==> config.mk <==
export PLATFORM = sky130hd
export DESIGN_NAME = token_mutex_node
export DESIGN_NICKNAME = d
export VERILOG_FILES = /design/src/hw/rtl/tmn_pkg.sv /design/src/hw/rtl/tmn_queue.sv /design/src/hw/rtl/token_mutex_node.sv
export SDC_FILE = /design/constraint.sdc
export NUM_CORES = 1
export LEC_CHECK = 0
export ABC_CLOCK_PERIOD_IN_PS = 6100
export BUFFER_PORTS_ARGS = -buffer_cell sky130_fd_sc_hd__buf_4
export CAP_MARGIN = 10
export CORE_MARGIN = 5
export CORE_UTILIZATION = 40
export DETAILED_ROUTE_END_ITERATION = 10
export REMOVE_ABC_BUFFERS = 1
export SLEW_MARGIN = 10
export SYNTH_ARGS = -nofsm -noshare
export SYNTH_HDL_FRONTEND = slang
export SYNTH_HIERARCHICAL = 1
export SYNTH_SLANG_ARGS = --single-unit
==> constraint.sdc <==
create_clock -name clk -period 6.1 [get_ports clk]
set_input_delay 1.22 -clock clk [delete_from_list [all_inputs] [get_ports clk]]
set_output_delay 1.22 -clock clk [all_outputs]
set_load 0.05 [all_outputs]
==> src/hw/rtl/tmn_pkg.sv <==
// shared types and codes for the token mutex node
package tmn_pkg;

  // input event kinds
  localparam logic [1:0] KIND_WANT  = 2'd0;
  localparam logic [1:0] KIND_REQ   = 2'd1;
  localparam logic [1:0] KIND_TOKEN = 2'd2;
  localparam logic [1:0] KIND_EXIT  = 2'd3;

  // result kinds
  localparam logic [1:0] OUT_GRANT = 2'd0;
  localparam logic [1:0] OUT_BCAST = 2'd1;
  localparam logic [1:0] OUT_TOKEN = 2'd2;

  // configuration register indexes
  localparam logic CFG_NODE_ID     = 1'b0;
  localparam logic CFG_START_TOKEN = 1'b1;

  // a queue slot keeps four bits of the token word
  localparam int QENTRY_BITS = 4;

  typedef enum logic [3:0] {
    ST_IDLE,
    ST_WANT,
    ST_REQ,
    ST_REQ_CHK,
    ST_TOKEN,
    ST_EXIT,
    ST_SCAN,
    ST_POP,
    ST_SEND
  } tmn_state_t;

  typedef enum logic [1:0] {
    PH_RELEASED  = 2'd0,
    PH_REQUESTED = 2'd1,
    PH_GRANTED   = 2'd2
  } tmn_phase_t;

  // queue commands from the sequencer
  typedef struct packed {
    logic append;
    logic pop;
    logic slot_we;
    logic count_we;
  } tmn_qcmd_t;

endpackage

==> src/hw/rtl/tmn_queue.sv <==
// wait queue of the token: slots, count, membership check and head pop
module tmn_queue import tmn_pkg::*; #(
  parameter int QUEUE_DEPTH = 8
) (
  input  logic                                 clk,
  input  logic                                 rst_n,
  input  tmn_qcmd_t                            cmd,
  input  logic [QENTRY_BITS-1:0]               wr_node,
  input  logic [$clog2(QUEUE_DEPTH)-1:0]       wr_slot,
  input  logic [$clog2(QUEUE_DEPTH+1)-1:0]     wr_count,
  input  logic [QENTRY_BITS-1:0]               query,
  input  logic [$clog2(QUEUE_DEPTH)-1:0]       rd_slot,
  output logic [$clog2(QUEUE_DEPTH+1)-1:0]     count,
  output logic                                 full,
  output logic                                 found,
  output logic [QENTRY_BITS-1:0]               head,
  output logic [QENTRY_BITS-1:0]               rd_data
);

  localparam int QA = $clog2(QUEUE_DEPTH);
  localparam int CW = $clog2(QUEUE_DEPTH+1);

  logic [QENTRY_BITS-1:0] ent_r [QUEUE_DEPTH];
  logic [CW-1:0]          count_r;

  always_ff @(posedge clk) begin
    if (!rst_n) begin
      count_r <= '0;
    end else if (cmd.append) begin
      if (!full) count_r <= count_r + CW'(1);
    end else if (cmd.pop) begin
      if (count_r != '0) count_r <= count_r - CW'(1);
    end else if (cmd.count_we) begin
      count_r <= wr_count;
    end
  end

  // only slots below the count move on a pop
  always_ff @(posedge clk) begin
    if (cmd.append) begin
      if (!full) ent_r[count_r[QA-1:0]] <= wr_node;
    end else if (cmd.pop) begin
      for (int j = 0; j < QUEUE_DEPTH - 1; j++) begin
        if (CW'(j + 1) < count_r) ent_r[j] <= ent_r[j+1];
      end
    end else if (cmd.slot_we) begin
      ent_r[wr_slot] <= wr_node;
    end
  end

  always_comb begin
    found = 1'b0;
    for (int j = 0; j < QUEUE_DEPTH; j++) begin
      if (CW'(j) < count_r && ent_r[j] == query) found = 1'b1;
    end
  end

  assign count   = count_r;
  assign full    = (count_r == CW'(QUEUE_DEPTH));
  assign head    = ent_r[0];
  assign rd_data = (CW'(rd_slot) < count_r) ? ent_r[rd_slot] : '0;

endmodule

==> src/hw/rtl/token_mutex_node.sv <==
// one node of token-based broadcast mutual exclusion
// sequence: a request that finds the token free here starts a token run of NODES+QUEUE_DEPTH+1 beats,
//   an exit scans all nodes, then pops the queue head, if any, and sends it the token run
// throughput: one event at a time; a new event is taken only once the sequencer is idle,
//   the node scan walks the number tables one entry per cycle
// reset: synchronous; request and served numbers, queue count and phase clear, no token held
module token_mutex_node import tmn_pkg::*; #(
  parameter int NODES       = 8,
  parameter int QUEUE_DEPTH = 8,
  parameter int SEQ_BITS    = 16
) (
  input  logic        clk,
  input  logic        rst_n,
  input  logic        cfg_we,
  input  logic        cfg_index,
  input  logic [2:0]  cfg_data,
  input  logic        in_valid,
  output logic        in_stall,
  input  logic [1:0]  in_kind,
  input  logic [2:0]  in_src_node,
  input  logic [15:0] in_seq_num,
  input  logic [4:0]  in_word_index,
  input  logic [15:0] in_word_value,
  input  logic        in_word_last,
  output logic        out_valid,
  input  logic        out_stall,
  output logic [1:0]  out_kind,
  output logic [2:0]  out_dest_node,
  output logic [15:0] out_seq,
  output logic [4:0]  out_index,
  output logic [15:0] out_value,
  output logic        out_last
);

  localparam int NW   = $clog2(NODES);
  localparam int SB   = SEQ_BITS;
  localparam int QA   = $clog2(QUEUE_DEPTH);
  localparam int CW   = $clog2(QUEUE_DEPTH+1);
  localparam int CNTW = $clog2(NODES+QUEUE_DEPTH+1);

  function automatic logic [NW-1:0] node_mod(input logic [2:0] id);
    logic [4:0] v;
    v = {2'b00, id};
    for (int k = 0; k < 8; k++) begin
      if (v >= 5'(NODES)) v = v - 5'(NODES);
    end
    return v[NW-1:0];
  endfunction

  tmn_state_t state_r, state_nxt;
  tmn_phase_t phase_r, phase_nxt;
  logic            holds_r, holds_nxt;
  logic [CNTW-1:0] cnt_r, cnt_nxt;
  logic [2:0]      dest_r, dest_nxt;
  logic [NW-1:0]   self_r;

  logic [2:0]      src_r;
  logic [SB-1:0]   seq_r;
  logic [4:0]      widx_r;
  logic [15:0]     wval_r;
  logic            wlast_r;

  logic [SB-1:0]   rn_r [NODES];
  logic [SB-1:0]   sn_r [NODES];
  logic [NW-1:0]   rn_addr, sn_addr, rn_wa, sn_wa;
  logic [SB-1:0]   rn_rd, sn_rd, rn_wd, sn_wd;
  logic            rn_we, sn_we;

  tmn_qcmd_t              qcmd;
  logic [QENTRY_BITS-1:0] q_wr_node, q_query, q_head, q_rd;
  logic [QA-1:0]          q_wr_slot, q_rd_slot;
  logic [CW-1:0]          q_wr_count, q_count;
  logic                   q_full, q_found;

  logic        emit, e_last;
  logic [1:0]  e_kind;
  logic [2:0]  e_dest;
  logic [15:0] e_seq, e_value;
  logic [4:0]  e_index;

  logic        out_valid_r, out_last_r;
  logic [1:0]  out_kind_r;
  logic [2:0]  out_dest_r;
  logic [15:0] out_seq_r, out_value_r;
  logic [4:0]  out_index_r;

  logic            accept, slot_free, src_ok, pend;
  logic [NW-1:0]   src_idx, cnt_node;
  logic [SB-1:0]   diff;
  logic [4:0]      tok_off;
  logic [CNTW-1:0] slot_off;

  assign in_stall  = (state_r != ST_IDLE);
  assign accept    = in_valid && !in_stall;
  assign slot_free = !out_valid_r || !out_stall;

  assign src_idx  = NW'(src_r);
  assign src_ok   = ({2'b00, src_r} < 5'(NODES)) && (src_idx != self_r);
  assign cnt_node = cnt_r[NW-1:0];
  assign rn_rd    = rn_r[rn_addr];
  assign sn_rd    = sn_r[sn_addr];
  // shared compare: pending when request is one past served
  assign pend     = (rn_rd == sn_rd + SB'(1));
  assign diff     = seq_r - rn_rd;
  assign tok_off  = widx_r - 5'(NODES);
  assign slot_off = cnt_r - CNTW'(NODES);

  tmn_queue #(.QUEUE_DEPTH(QUEUE_DEPTH)) u_queue (
    .clk      (clk),
    .rst_n    (rst_n),
    .cmd      (qcmd),
    .wr_node  (q_wr_node),
    .wr_slot  (q_wr_slot),
    .wr_count (q_wr_count),
    .query    (q_query),
    .rd_slot  (q_rd_slot),
    .count    (q_count),
    .full     (q_full),
    .found    (q_found),
    .head     (q_head),
    .rd_data  (q_rd)
  );

  always_comb begin
    state_nxt  = state_r;
    phase_nxt  = phase_r;
    holds_nxt  = holds_r;
    cnt_nxt    = cnt_r;
    dest_nxt   = dest_r;
    rn_addr    = self_r;
    sn_addr    = cnt_node;
    rn_we      = 1'b0;
    rn_wa      = self_r;
    rn_wd      = rn_rd + SB'(1);
    sn_we      = 1'b0;
    sn_wa      = widx_r[NW-1:0];
    sn_wd      = SB'(wval_r);
    qcmd       = '0;
    q_wr_node  = wval_r[QENTRY_BITS-1:0];
    q_wr_slot  = tok_off[QA-1:0];
    q_wr_count = (wval_r > 16'(QUEUE_DEPTH)) ? CW'(QUEUE_DEPTH) : wval_r[CW-1:0];
    q_query    = QENTRY_BITS'(cnt_r);
    q_rd_slot  = slot_off[QA-1:0];
    emit       = 1'b0;
    e_kind     = OUT_GRANT;
    e_dest     = '0;
    e_seq      = '0;
    e_index    = '0;
    e_value    = '0;
    e_last     = 1'b1;

    unique case (state_r)
      ST_IDLE: begin
        if (accept) begin
          unique case (in_kind)
            KIND_WANT:  state_nxt = ST_WANT;
            KIND_REQ:   state_nxt = ST_REQ;
            KIND_TOKEN: state_nxt = ST_TOKEN;
            KIND_EXIT:  state_nxt = ST_EXIT;
            default:    state_nxt = ST_IDLE;
          endcase
        end
      end
      ST_WANT: begin
        if (phase_r != PH_RELEASED) begin
          state_nxt = ST_IDLE;
        end else if (slot_free) begin
          emit      = 1'b1;
          state_nxt = ST_IDLE;
          if (holds_r) begin
            phase_nxt = PH_GRANTED;
          end else begin
            rn_we     = 1'b1;
            phase_nxt = PH_REQUESTED;
            e_kind    = OUT_BCAST;
            e_seq     = 16'(rn_wd);
          end
        end
      end
      ST_REQ: begin
        rn_addr = src_idx;
        rn_wa   = src_idx;
        rn_wd   = seq_r;
        if (!src_ok) begin
          state_nxt = ST_IDLE;
        end else begin
          // newer when ahead by less than half the number space
          rn_we     = (diff != '0) && !diff[SB-1];
          state_nxt = ST_REQ_CHK;
        end
      end
      ST_REQ_CHK: begin
        rn_addr = src_idx;
        sn_addr = src_idx;
        cnt_nxt = '0;
        dest_nxt = src_r;
        if (phase_r == PH_RELEASED && holds_r && pend) state_nxt = ST_SEND;
        else state_nxt = ST_IDLE;
      end
      ST_TOKEN: begin
        if (phase_r != PH_REQUESTED || holds_r) begin
          state_nxt = ST_IDLE;
        end else if (!wlast_r || slot_free) begin
          state_nxt = ST_IDLE;
          priority if (widx_r < 5'(NODES)) sn_we = 1'b1;
          else if ({1'b0, widx_r} < 6'(NODES + QUEUE_DEPTH)) qcmd.slot_we = 1'b1;
          else qcmd.count_we = ({1'b0, widx_r} == 6'(NODES + QUEUE_DEPTH));
          if (wlast_r) begin
            holds_nxt = 1'b1;
            phase_nxt = PH_GRANTED;
            emit      = 1'b1;
          end
        end
      end
      ST_EXIT: begin
        if (phase_r != PH_GRANTED) begin
          state_nxt = ST_IDLE;
        end else begin
          phase_nxt = PH_RELEASED;
          sn_we     = 1'b1;
          sn_wa     = self_r;
          sn_wd     = rn_rd;
          cnt_nxt   = '0;
          state_nxt = ST_SCAN;
        end
      end
      ST_SCAN: begin
        rn_addr   = cnt_node;
        q_wr_node = QENTRY_BITS'(cnt_r);
        if (cnt_node != self_r && pend && !q_found && !q_full) qcmd.append = 1'b1;
        if (cnt_r == CNTW'(NODES - 1)) state_nxt = ST_POP;
        else cnt_nxt = cnt_r + CNTW'(1);
      end
      ST_POP: begin
        cnt_nxt  = '0;
        dest_nxt = q_head[2:0];
        if (q_count == '0) begin
          state_nxt = ST_IDLE;
        end else begin
          qcmd.pop  = 1'b1;
          state_nxt = ST_SEND;
        end
      end
      ST_SEND: begin
        e_kind  = OUT_TOKEN;
        e_dest  = dest_r;
        e_index = 5'(cnt_r);
        e_last  = 1'b0;
        priority if (cnt_r < CNTW'(NODES)) e_value = 16'(sn_rd);
        else if (cnt_r < CNTW'(NODES + QUEUE_DEPTH)) e_value = 16'(q_rd);
        else begin
          e_value = 16'(q_count);
          e_last  = 1'b1;
        end
        if (slot_free) begin
          emit    = 1'b1;
          cnt_nxt = cnt_r + CNTW'(1);
          if (e_last) begin
            holds_nxt = 1'b0;
            state_nxt = ST_IDLE;
          end
        end
      end
      default: state_nxt = ST_IDLE;
    endcase

    if (cfg_we && cfg_index == CFG_START_TOKEN) holds_nxt = cfg_data[0];
  end

  always_ff @(posedge clk) begin
    if (!rst_n) begin
      state_r <= ST_IDLE;
      phase_r <= PH_RELEASED;
      holds_r <= 1'b0;
      cnt_r   <= '0;
      self_r  <= '0;
    end else begin
      state_r <= state_nxt;
      phase_r <= phase_nxt;
      holds_r <= holds_nxt;
      cnt_r   <= cnt_nxt;
      if (cfg_we && cfg_index == CFG_NODE_ID) self_r <= node_mod(cfg_data);
    end
  end

  always_ff @(posedge clk) begin
    dest_r <= dest_nxt;
    if (accept) begin
      src_r   <= in_src_node;
      seq_r   <= SB'(in_seq_num);
      widx_r  <= in_word_index;
      wval_r  <= in_word_value;
      wlast_r <= in_word_last;
    end
  end

  always_ff @(posedge clk) begin
    if (!rst_n) begin
      for (int n = 0; n < NODES; n++) begin
        rn_r[n] <= '0;
        sn_r[n] <= '0;
      end
    end else begin
      if (rn_we) rn_r[rn_wa] <= rn_wd;
      if (sn_we) sn_r[sn_wa] <= sn_wd;
    end
  end

  // output register parts the sequencer from the result channel
  always_ff @(posedge clk) begin
    if (!rst_n) out_valid_r <= 1'b0;
    else if (emit) out_valid_r <= 1'b1;
    else if (!out_stall) out_valid_r <= 1'b0;
  end

  always_ff @(posedge clk) begin
    if (emit) begin
      out_kind_r  <= e_kind;
      out_dest_r  <= e_dest;
      out_seq_r   <= e_seq;
      out_index_r <= e_index;
      out_value_r <= e_value;
      out_last_r  <= e_last;
    end
  end

  assign out_valid     = out_valid_r;
  assign out_kind      = out_kind_r;
  assign out_dest_node = out_dest_r;
  assign out_seq       = out_seq_r;
  assign out_index     = out_index_r;
  assign out_value     = out_value_r;
  assign out_last      = out_last_r;

  a_count_bound: assert property (@(posedge clk) disable iff (!rst_n)
    q_count <= CW'(QUEUE_DEPTH))
    else $error("queue count above depth");

  a_busy_after_beat: assert property (@(posedge clk) disable iff (!rst_n)
    accept |=> state_r != ST_IDLE)
    else $error("sequencer idle right after an input beat");

  a_run_continues: assert property (@(posedge clk) disable iff (!rst_n)
    (out_valid && !out_stall && out_kind == OUT_TOKEN && !out_last) |-> state_r == ST_SEND)
    else $error("token run broken before its last beat");

  a_send_holds: assert property (@(posedge clk) disable iff (!rst_n)
    state_r == ST_SEND |-> holds_r)
    else $error("token sent while not held");

endmodule
# ---- Word-level counts from Yosys, hierarchy flattened
# Memory sizes are Yosys's and may differ from the RTL's.
# Cells that the tools add are included.
dict set report totals {
  ff_bits 107
  word_cells 296
  mem_count 3
  mem_bits_rw 288
  input_bits 52
  mem_bits_ro 0
  latchBits 0
}
# memory words width rd rd_clocked_by_memory_dff write_ports line
set mem_list {}
lappend mem_list {rn_r 8 16 1 0 8 token_mutex_node.sv:63} ;# logic [SB-1:0] rn_r [NODES];
lappend mem_list {sn_r 8 16 1 0 8 token_mutex_node.sv:64} ;# logic [SB-1:0] sn_r [NODES];
lappend mem_list {u_queue.ent_r 8 4 9 0 7 tmn_queue.sv:23} ;# logic [QENTRY_BITS-1:0] ent_r [QUEUE_DEPTH];
dict set report op_classes {
  bitwise_logic 3
  n_mux 149
  div 0
  eq_ne 48
  n_mul 0
  reduce_logical 52
  shift 0
  addsub 8
  magnitude_cmp 14
}
# cell count
set op_table {}
lappend op_table {{2-to-1 mux 16 bit} 6}
lappend op_table {{2-to-1 mux 1 bit} 87}
lappend op_table {{2-to-1 mux 4 bit} 21}
lappend op_table {{case mux 4 bit (9 select lines)} 1}
lappend op_table {{adder 16 x 1 -> 16 bit, second input constant} 2}
lappend op_table {{== test 4 bit} 8}
lappend op_table {{OR reduction 16 bit} 2}
lappend op_table {{2-to-1 mux 3 bit} 9}
lappend op_table {{inequality test 2 bit, second input constant} 13}
lappend op_table {{2-to-1 mux 2 bit} 12}
lappend op_table {{inequality test 3 bit, second input constant} 7}
lappend op_table {{case mux 5 bit (4 select lines)} 1}
lappend op_table {{logical AND 1 bit} 17}
lappend op_table {{== test 16 bit} 1}
lappend op_table {{== test 4 x 3 -> 1 bit, second input constant} 4}
lappend op_table {{greater-than comparator 16 x 4 -> 1 bit, second input constant} 1}
lappend op_table {{< comparator 3 x 4 -> 1 bit, first input constant} 4}
lappend op_table {{case mux 4 bit (4 select lines)} 1}
lappend op_table {{nonzero test 16 bit} 1}
lappend op_table {{subtractor 16 bit} 1}
lappend op_table {{2-to-1 mux 5 bit} 3}
lappend op_table {{case mux 3 bit (2 select lines)} 2}
lappend op_table {{AND reduction 6 bit} 2}
lappend op_table {{nonzero test 4 bit} 3}
lappend op_table {{35 further kinds} 65}

# ---- Longest topological paths before layout
# An unclocked memory read counts as a cell.
dict set report depth {
  word_depth 21
  mapped_depth 26
  depth_no_buf 22
}

# ---- Modules after synthesis
# Netlist, hierarchy kept.
# module seq_area_each_um2 cells_each n_inst area_per_inst_um2
set modules_own_cells {}
lappend modules_own_cells {token_mutex_node 10620.2 1541 1 17954.7}
lappend modules_own_cells {tmn_queue 1041.0 249 1 2583.7}

# ---- Worst setup path before layout
# No wires, ideal clock.
dict set report synth_timing {
  kind {flip-flop to flip-flop}
  start {register cnt_r[2]}
  end {memory rn_r[1][0] (netlist bit) (enable)}
  stages_incl_launch_ff 21
  required_ps 5689
  setup_time_ps 411
  arrival_time_ps 5749
  n_path_buf 2
  slack_ps -60
  cell_sequence {dfxtp_1 clkbuf_1 nor3b_1 o21a_1 nor2_4 buf_2 mux2i_1 mux2i_1 mux2_2 inv_1 ha_1 inv_1 a2111oi_0 a311oi_1 o31ai_1 a21oi_1 o31ai_1 a311oi_1 nor4_1 a211oi_1 o21ai_0}
}
# item line
set synth_rtl {}
lappend synth_rtl {{from (decl)} token_mutex_node.sv:53} ;# logic [CNTW-1:0] cnt_r, cnt_nxt;
lappend synth_rtl {{from (signal assigned)} token_mutex_node.sv:281} ;# cnt_r <= cnt_nxt;
lappend synth_rtl {{to (decl)} token_mutex_node.sv:63}

==> impl_metrics.py <==
metrics = {
    "status": {
        "status": "complete, no violations",
    },
    "floorplanning": {
        "rows": 83,
        "dieArea_um2": 56000,
        "io_pins": 97,
        "dieHeight_um": 237,
        "die_x_um": 237,
        "coreArea_um2": 51100,
        "initial_core_util": 0.402,
    },
    "logic_synthesis": {
        "synthDistinctLibCells": 87,
        "synth_flop_cell": "edfxtp_1",
        "syn_avg_cell_area_um2": 11.5,
        "syn_area_um2": 20500,
        "yosysTopAreaCell": "edfxtp_1",
        "synth_cells": 1790,
        "ys_ff_latch": 395,
        "async_reset_ff_frac": 0,
        "ys_top_cells_by_area": "edfxtp_1 55%, nor2_1 4.9%, mux4_2 4.7%",
        "synth-edff-count": 375,
        "ys_seq_area_frac": 0.568,
        "yosysWarningCount": 6,
        "synth.top_cell.area_share": 0.548,
    },
    "cells_and_area": {
        "diodes": 0,
        "final_cell_mix": "375 x edfxtp_1, 266 x nor2_1, 181 x buf_4",
        "nets": 1993,
        "layout_commonest_cell": "edfxtp_1",
        "stdcell_count": 2631,
        "syn2layout_area_growth_pct": 16.2,
        "layout-drive-gt1-share": 0.191,
    },
    "hold_path": {
        "min_delay_path_depth": 1,
        "worstHoldPathType": "reg -> reg",
        "worstHoldStart": "dest_r[1]",
        "worstHoldEndpoint": "out_dest_node[1]",
    },
    "setup_path": {
        "timing.rr.start": "state_r[3]",
        "cp_cell_sequence": "and4bb_4 -> mux2i_4 -> buf_12 -> mux4_2 -> mux2_2 -> ha_1 -> nor2b_2 -> nand2_1 -> or3_1 -> a21oi_1 -> or3_1 -> a31oi_1 -> a21oi_1 -> or4_1 -> nor2_4 -> buf_4 -> nand2_1 -> nor2_1 -> o22ai_1 -> nand2b_1 -> nor2_1",
        "path_class": "reg -> reg",
        "worstPathMaxFanout": 17,
        "critPathRequiredTime_ps": 6330,
        "rr_endpoint": "u_queue/ent_r[5][3]",
        "cpPeakStageDelay_ps": 580,
        "critPathCaptureType": "flop",
        "startpoint_type": "flop",
        "cp_slowest_cell": "or4_1",
        "r2r_cells": 21,
        "arrival_ps": 6000,
        "worst-r2r-setup-slack_ps": 330,
    },
    "power_and_ir_drop": {
        "fin_total_pwr_w": 0.00760,
        "swShare": 0.311,
        "power.switching_w": 0.00236,
        "powerDensity_nw_per_um2": 318,
        "vdd_ir_drop_max_uv": 172,
        "pwr-share-seq": 0.425,
        "p_int_w": 0.00523,
        "power.leakage_nw": 8.57,
        "combPwrFrac": 0.235,
        "clockPowerShare": 0.341,
    },
    "timing": {
        "min_period_ps": 5770,
        "timing.final.crit_share": 0.947,
        "setup_viol": 0,
        "worstMarginPinSlew_ps": 1110,
        "slew-limit-headroom": 0.252,
        "final-hold-violation-count": 0,
        "maxSlewViolCount": 0,
        "fin_skew_ps": 23.8,
        "rsz0062_at_grt": "no",
        "fmax_mhz": 173,
    },
    "global_routing": {
        "grt_max_degree": 65,
        "antenna_found_initial": 0,
        "grt_pass1_vias": 15000,
        "track_usage": 0.206,
        "grt_pass1_wl_um": 89700,
        "grt_overflow": 0,
    },
    "drt": {
        "remaining_drc_errors": 0,
        "wl_per_cell_um": 22.6,
        "dr_total_vias": 15000,
        "avgViaCountPerCell": 5.70,
        "postRouteAntennaNets": 0,
        "routed_wl_um": 59400,
        "drtPass1Iterations": 6,
        "drtIter0Drc": 1411,
    },
    "clock_tree": {
        "clk_latency_ps": 590,
        "cts_root_buffer": "clkbuf_16",
        "h-tree-depth": 2,
        "path_clk_slew_ps": 60,
        "cts_buffer_depth": 3,
        "numCtsBuffers": 43,
        "holdBufCountCts": 0,
        "cts_num_sinks": 395,
        "cts_tree": "done",
    },
    "placed_design": {
        "hpwlAfterDp_um": 40400,
        "placed_cells": 2548,
        "gp_routability_congestion": 0.921,
        "numPortBuffers": 96,
    },
    "job": {
        "cap_violations": 0,
    },
}
worst max-delay path, delay by kind of cell, from the launching register on:
kind	cells	cell delay, ps
simple gates	11	2780
fa+ha+maj	1	210
compound gates	4	430
flops	1	370
buf+inv	2	430
mux	3	1200
logic make-up (layout without fill, tap and decap cells):
group                    after synthesis  after routing  share of synthesized area
multiplexers                         154            154                      0.104
AO/OA/AOI/OAI                        246            246                     0.0774
XOR/XNOR                              78             78                     0.0333
buffers and inverters                154            315                     0.0352
adder cells (fa/ha/maj)               25             25                     0.0150
flip-flops                           395            395                      0.568
AND/OR/NAND/NOR                      738            738                      0.168
power groups by stage:
stage               clock network [W]  logic, W  registers (W)
floorplan                           0   0.00100        0.00338
global placement                    0   0.00173        0.00328
detailed placement                  0   0.00174        0.00328
CTS                           0.00263   0.00175        0.00323
global route                  0.00274   0.00191        0.00324
finish                        0.00259   0.00178        0.00323
flip-flops by register name, indices dropped and copies added (netlist names), 2 cells and up:
register / cells
rn_r: 128
sn_r: 128
u_queue/ent_r: 32
out_seq: 16
out_value: 16
seq_r: 16
wval_r: 16
cnt_r: 5
out_index: 5
widx_r: 5
state_r: 4
u_queue/count: 4
dest_r: 3
out_dest_node: 3
self_r: 3
src_idx: 3
out_kind: 2
phase_r: 2
timing repair:
| item | in CTS | in global routing |
|---|---|---|
| setup endpoints to repair | 8 | 300 |
| setup buffers | 0 | 5 |
| resized for setup | 3 | 15 |
per-layer routing:
layer,track usage,vias up,part of all wire
met4,0.0708,0,0.032
met2,0.345,558,0.49
met3,0.0349,114,0.070
met1,0.273,7443,0.41
met5,0,-,0
li1,-,6891,-
stage by stage:
stage | utilization | setup slack (ps) | TNS, ps | hold WS, ps | area [µm²]
floorplan | - | -1440 | -416970 | 478 | 20000
global placement | 0.438 | 119 | 0 | 511 | 22400
detailed placement | 0.438 | -33.7 | -135 | 515 | 22400
CTS | 0.465 | 23.8 | 0 | 524 | 23800
global route | 0.467 | 25.7 | 0 | 548 | 23900
finish | 0.467 | 326 | 0 | 526 | 23900
how the worst max path moves through the flow:
| stage | from | to | slack (ps) | depth (start not counted) |
|---|---|---|---|---|
| 2_1_floorplan | cnt_r[1] | rn_r[1][0] | -1440 | 17 |
| 3_3_place_gp | state_r[0] | u_queue/ent_r[1][3] | 120 | 19 |
| 3_5_place_dp | state_r[0] | u_queue/ent_r[1][3] | -30 | 19 |
| 4_1_cts | state_r[0] | u_queue/ent_r[5][2] | 20 | 21 |
| 5_1_grt | state_r[3] | u_queue/ent_r[2][3] | 30 | 20 |
| 6_report | state_r[3] | u_queue/ent_r[5][3] | 330 | 21 |
cell usage after synthesis (4+ instances only):
cell type,instances
nand4_1,10
nor2_1,269
a21oi_1,85
nor2b_1,11
edfxtp_1,375
o21ai_1,7
o21a_1,6
xor2_1,30
xnor2_1,48
buf_6,14
a211oi_1,8
dfxtp_1,20
buf_2,22
mux2i_1,84
clkbuf_1,62
buf_1,4
a31oi_1,21
a21o_1,9
or2_2,4
nor3_1,153
nor3b_1,8
a311oi_1,7
and3_1,8
or4_1,4
a2111oi_0,5
and2_1,14
nand3_1,48
ha_1,23
mux4_2,43
o31ai_1,9
nor4_1,15
nand3b_1,7
or3_1,9
inv_1,46
o21ai_0,37
nand2b_1,14
mux2_2,25
nand2_1,143
o22ai_1,6
o211ai_1,7
cell type report:
| class | count | area [µm²] |
|---|---|---|
| Fill cell | 4703 | 27200 |
| Timing Repair Buffer | 188 | 1500 |
| Multi-Input combinational cell | 1241 | 8300 |
| Sequential cell | 395 | 11700 |
| Tap cell | 680 | 851 |
| Clock buffer | 53 | 1130 |
| Clock inverter | 25 | 239 |
| Inverter | 49 | 184 |
(Power assumes the default switching activity.)
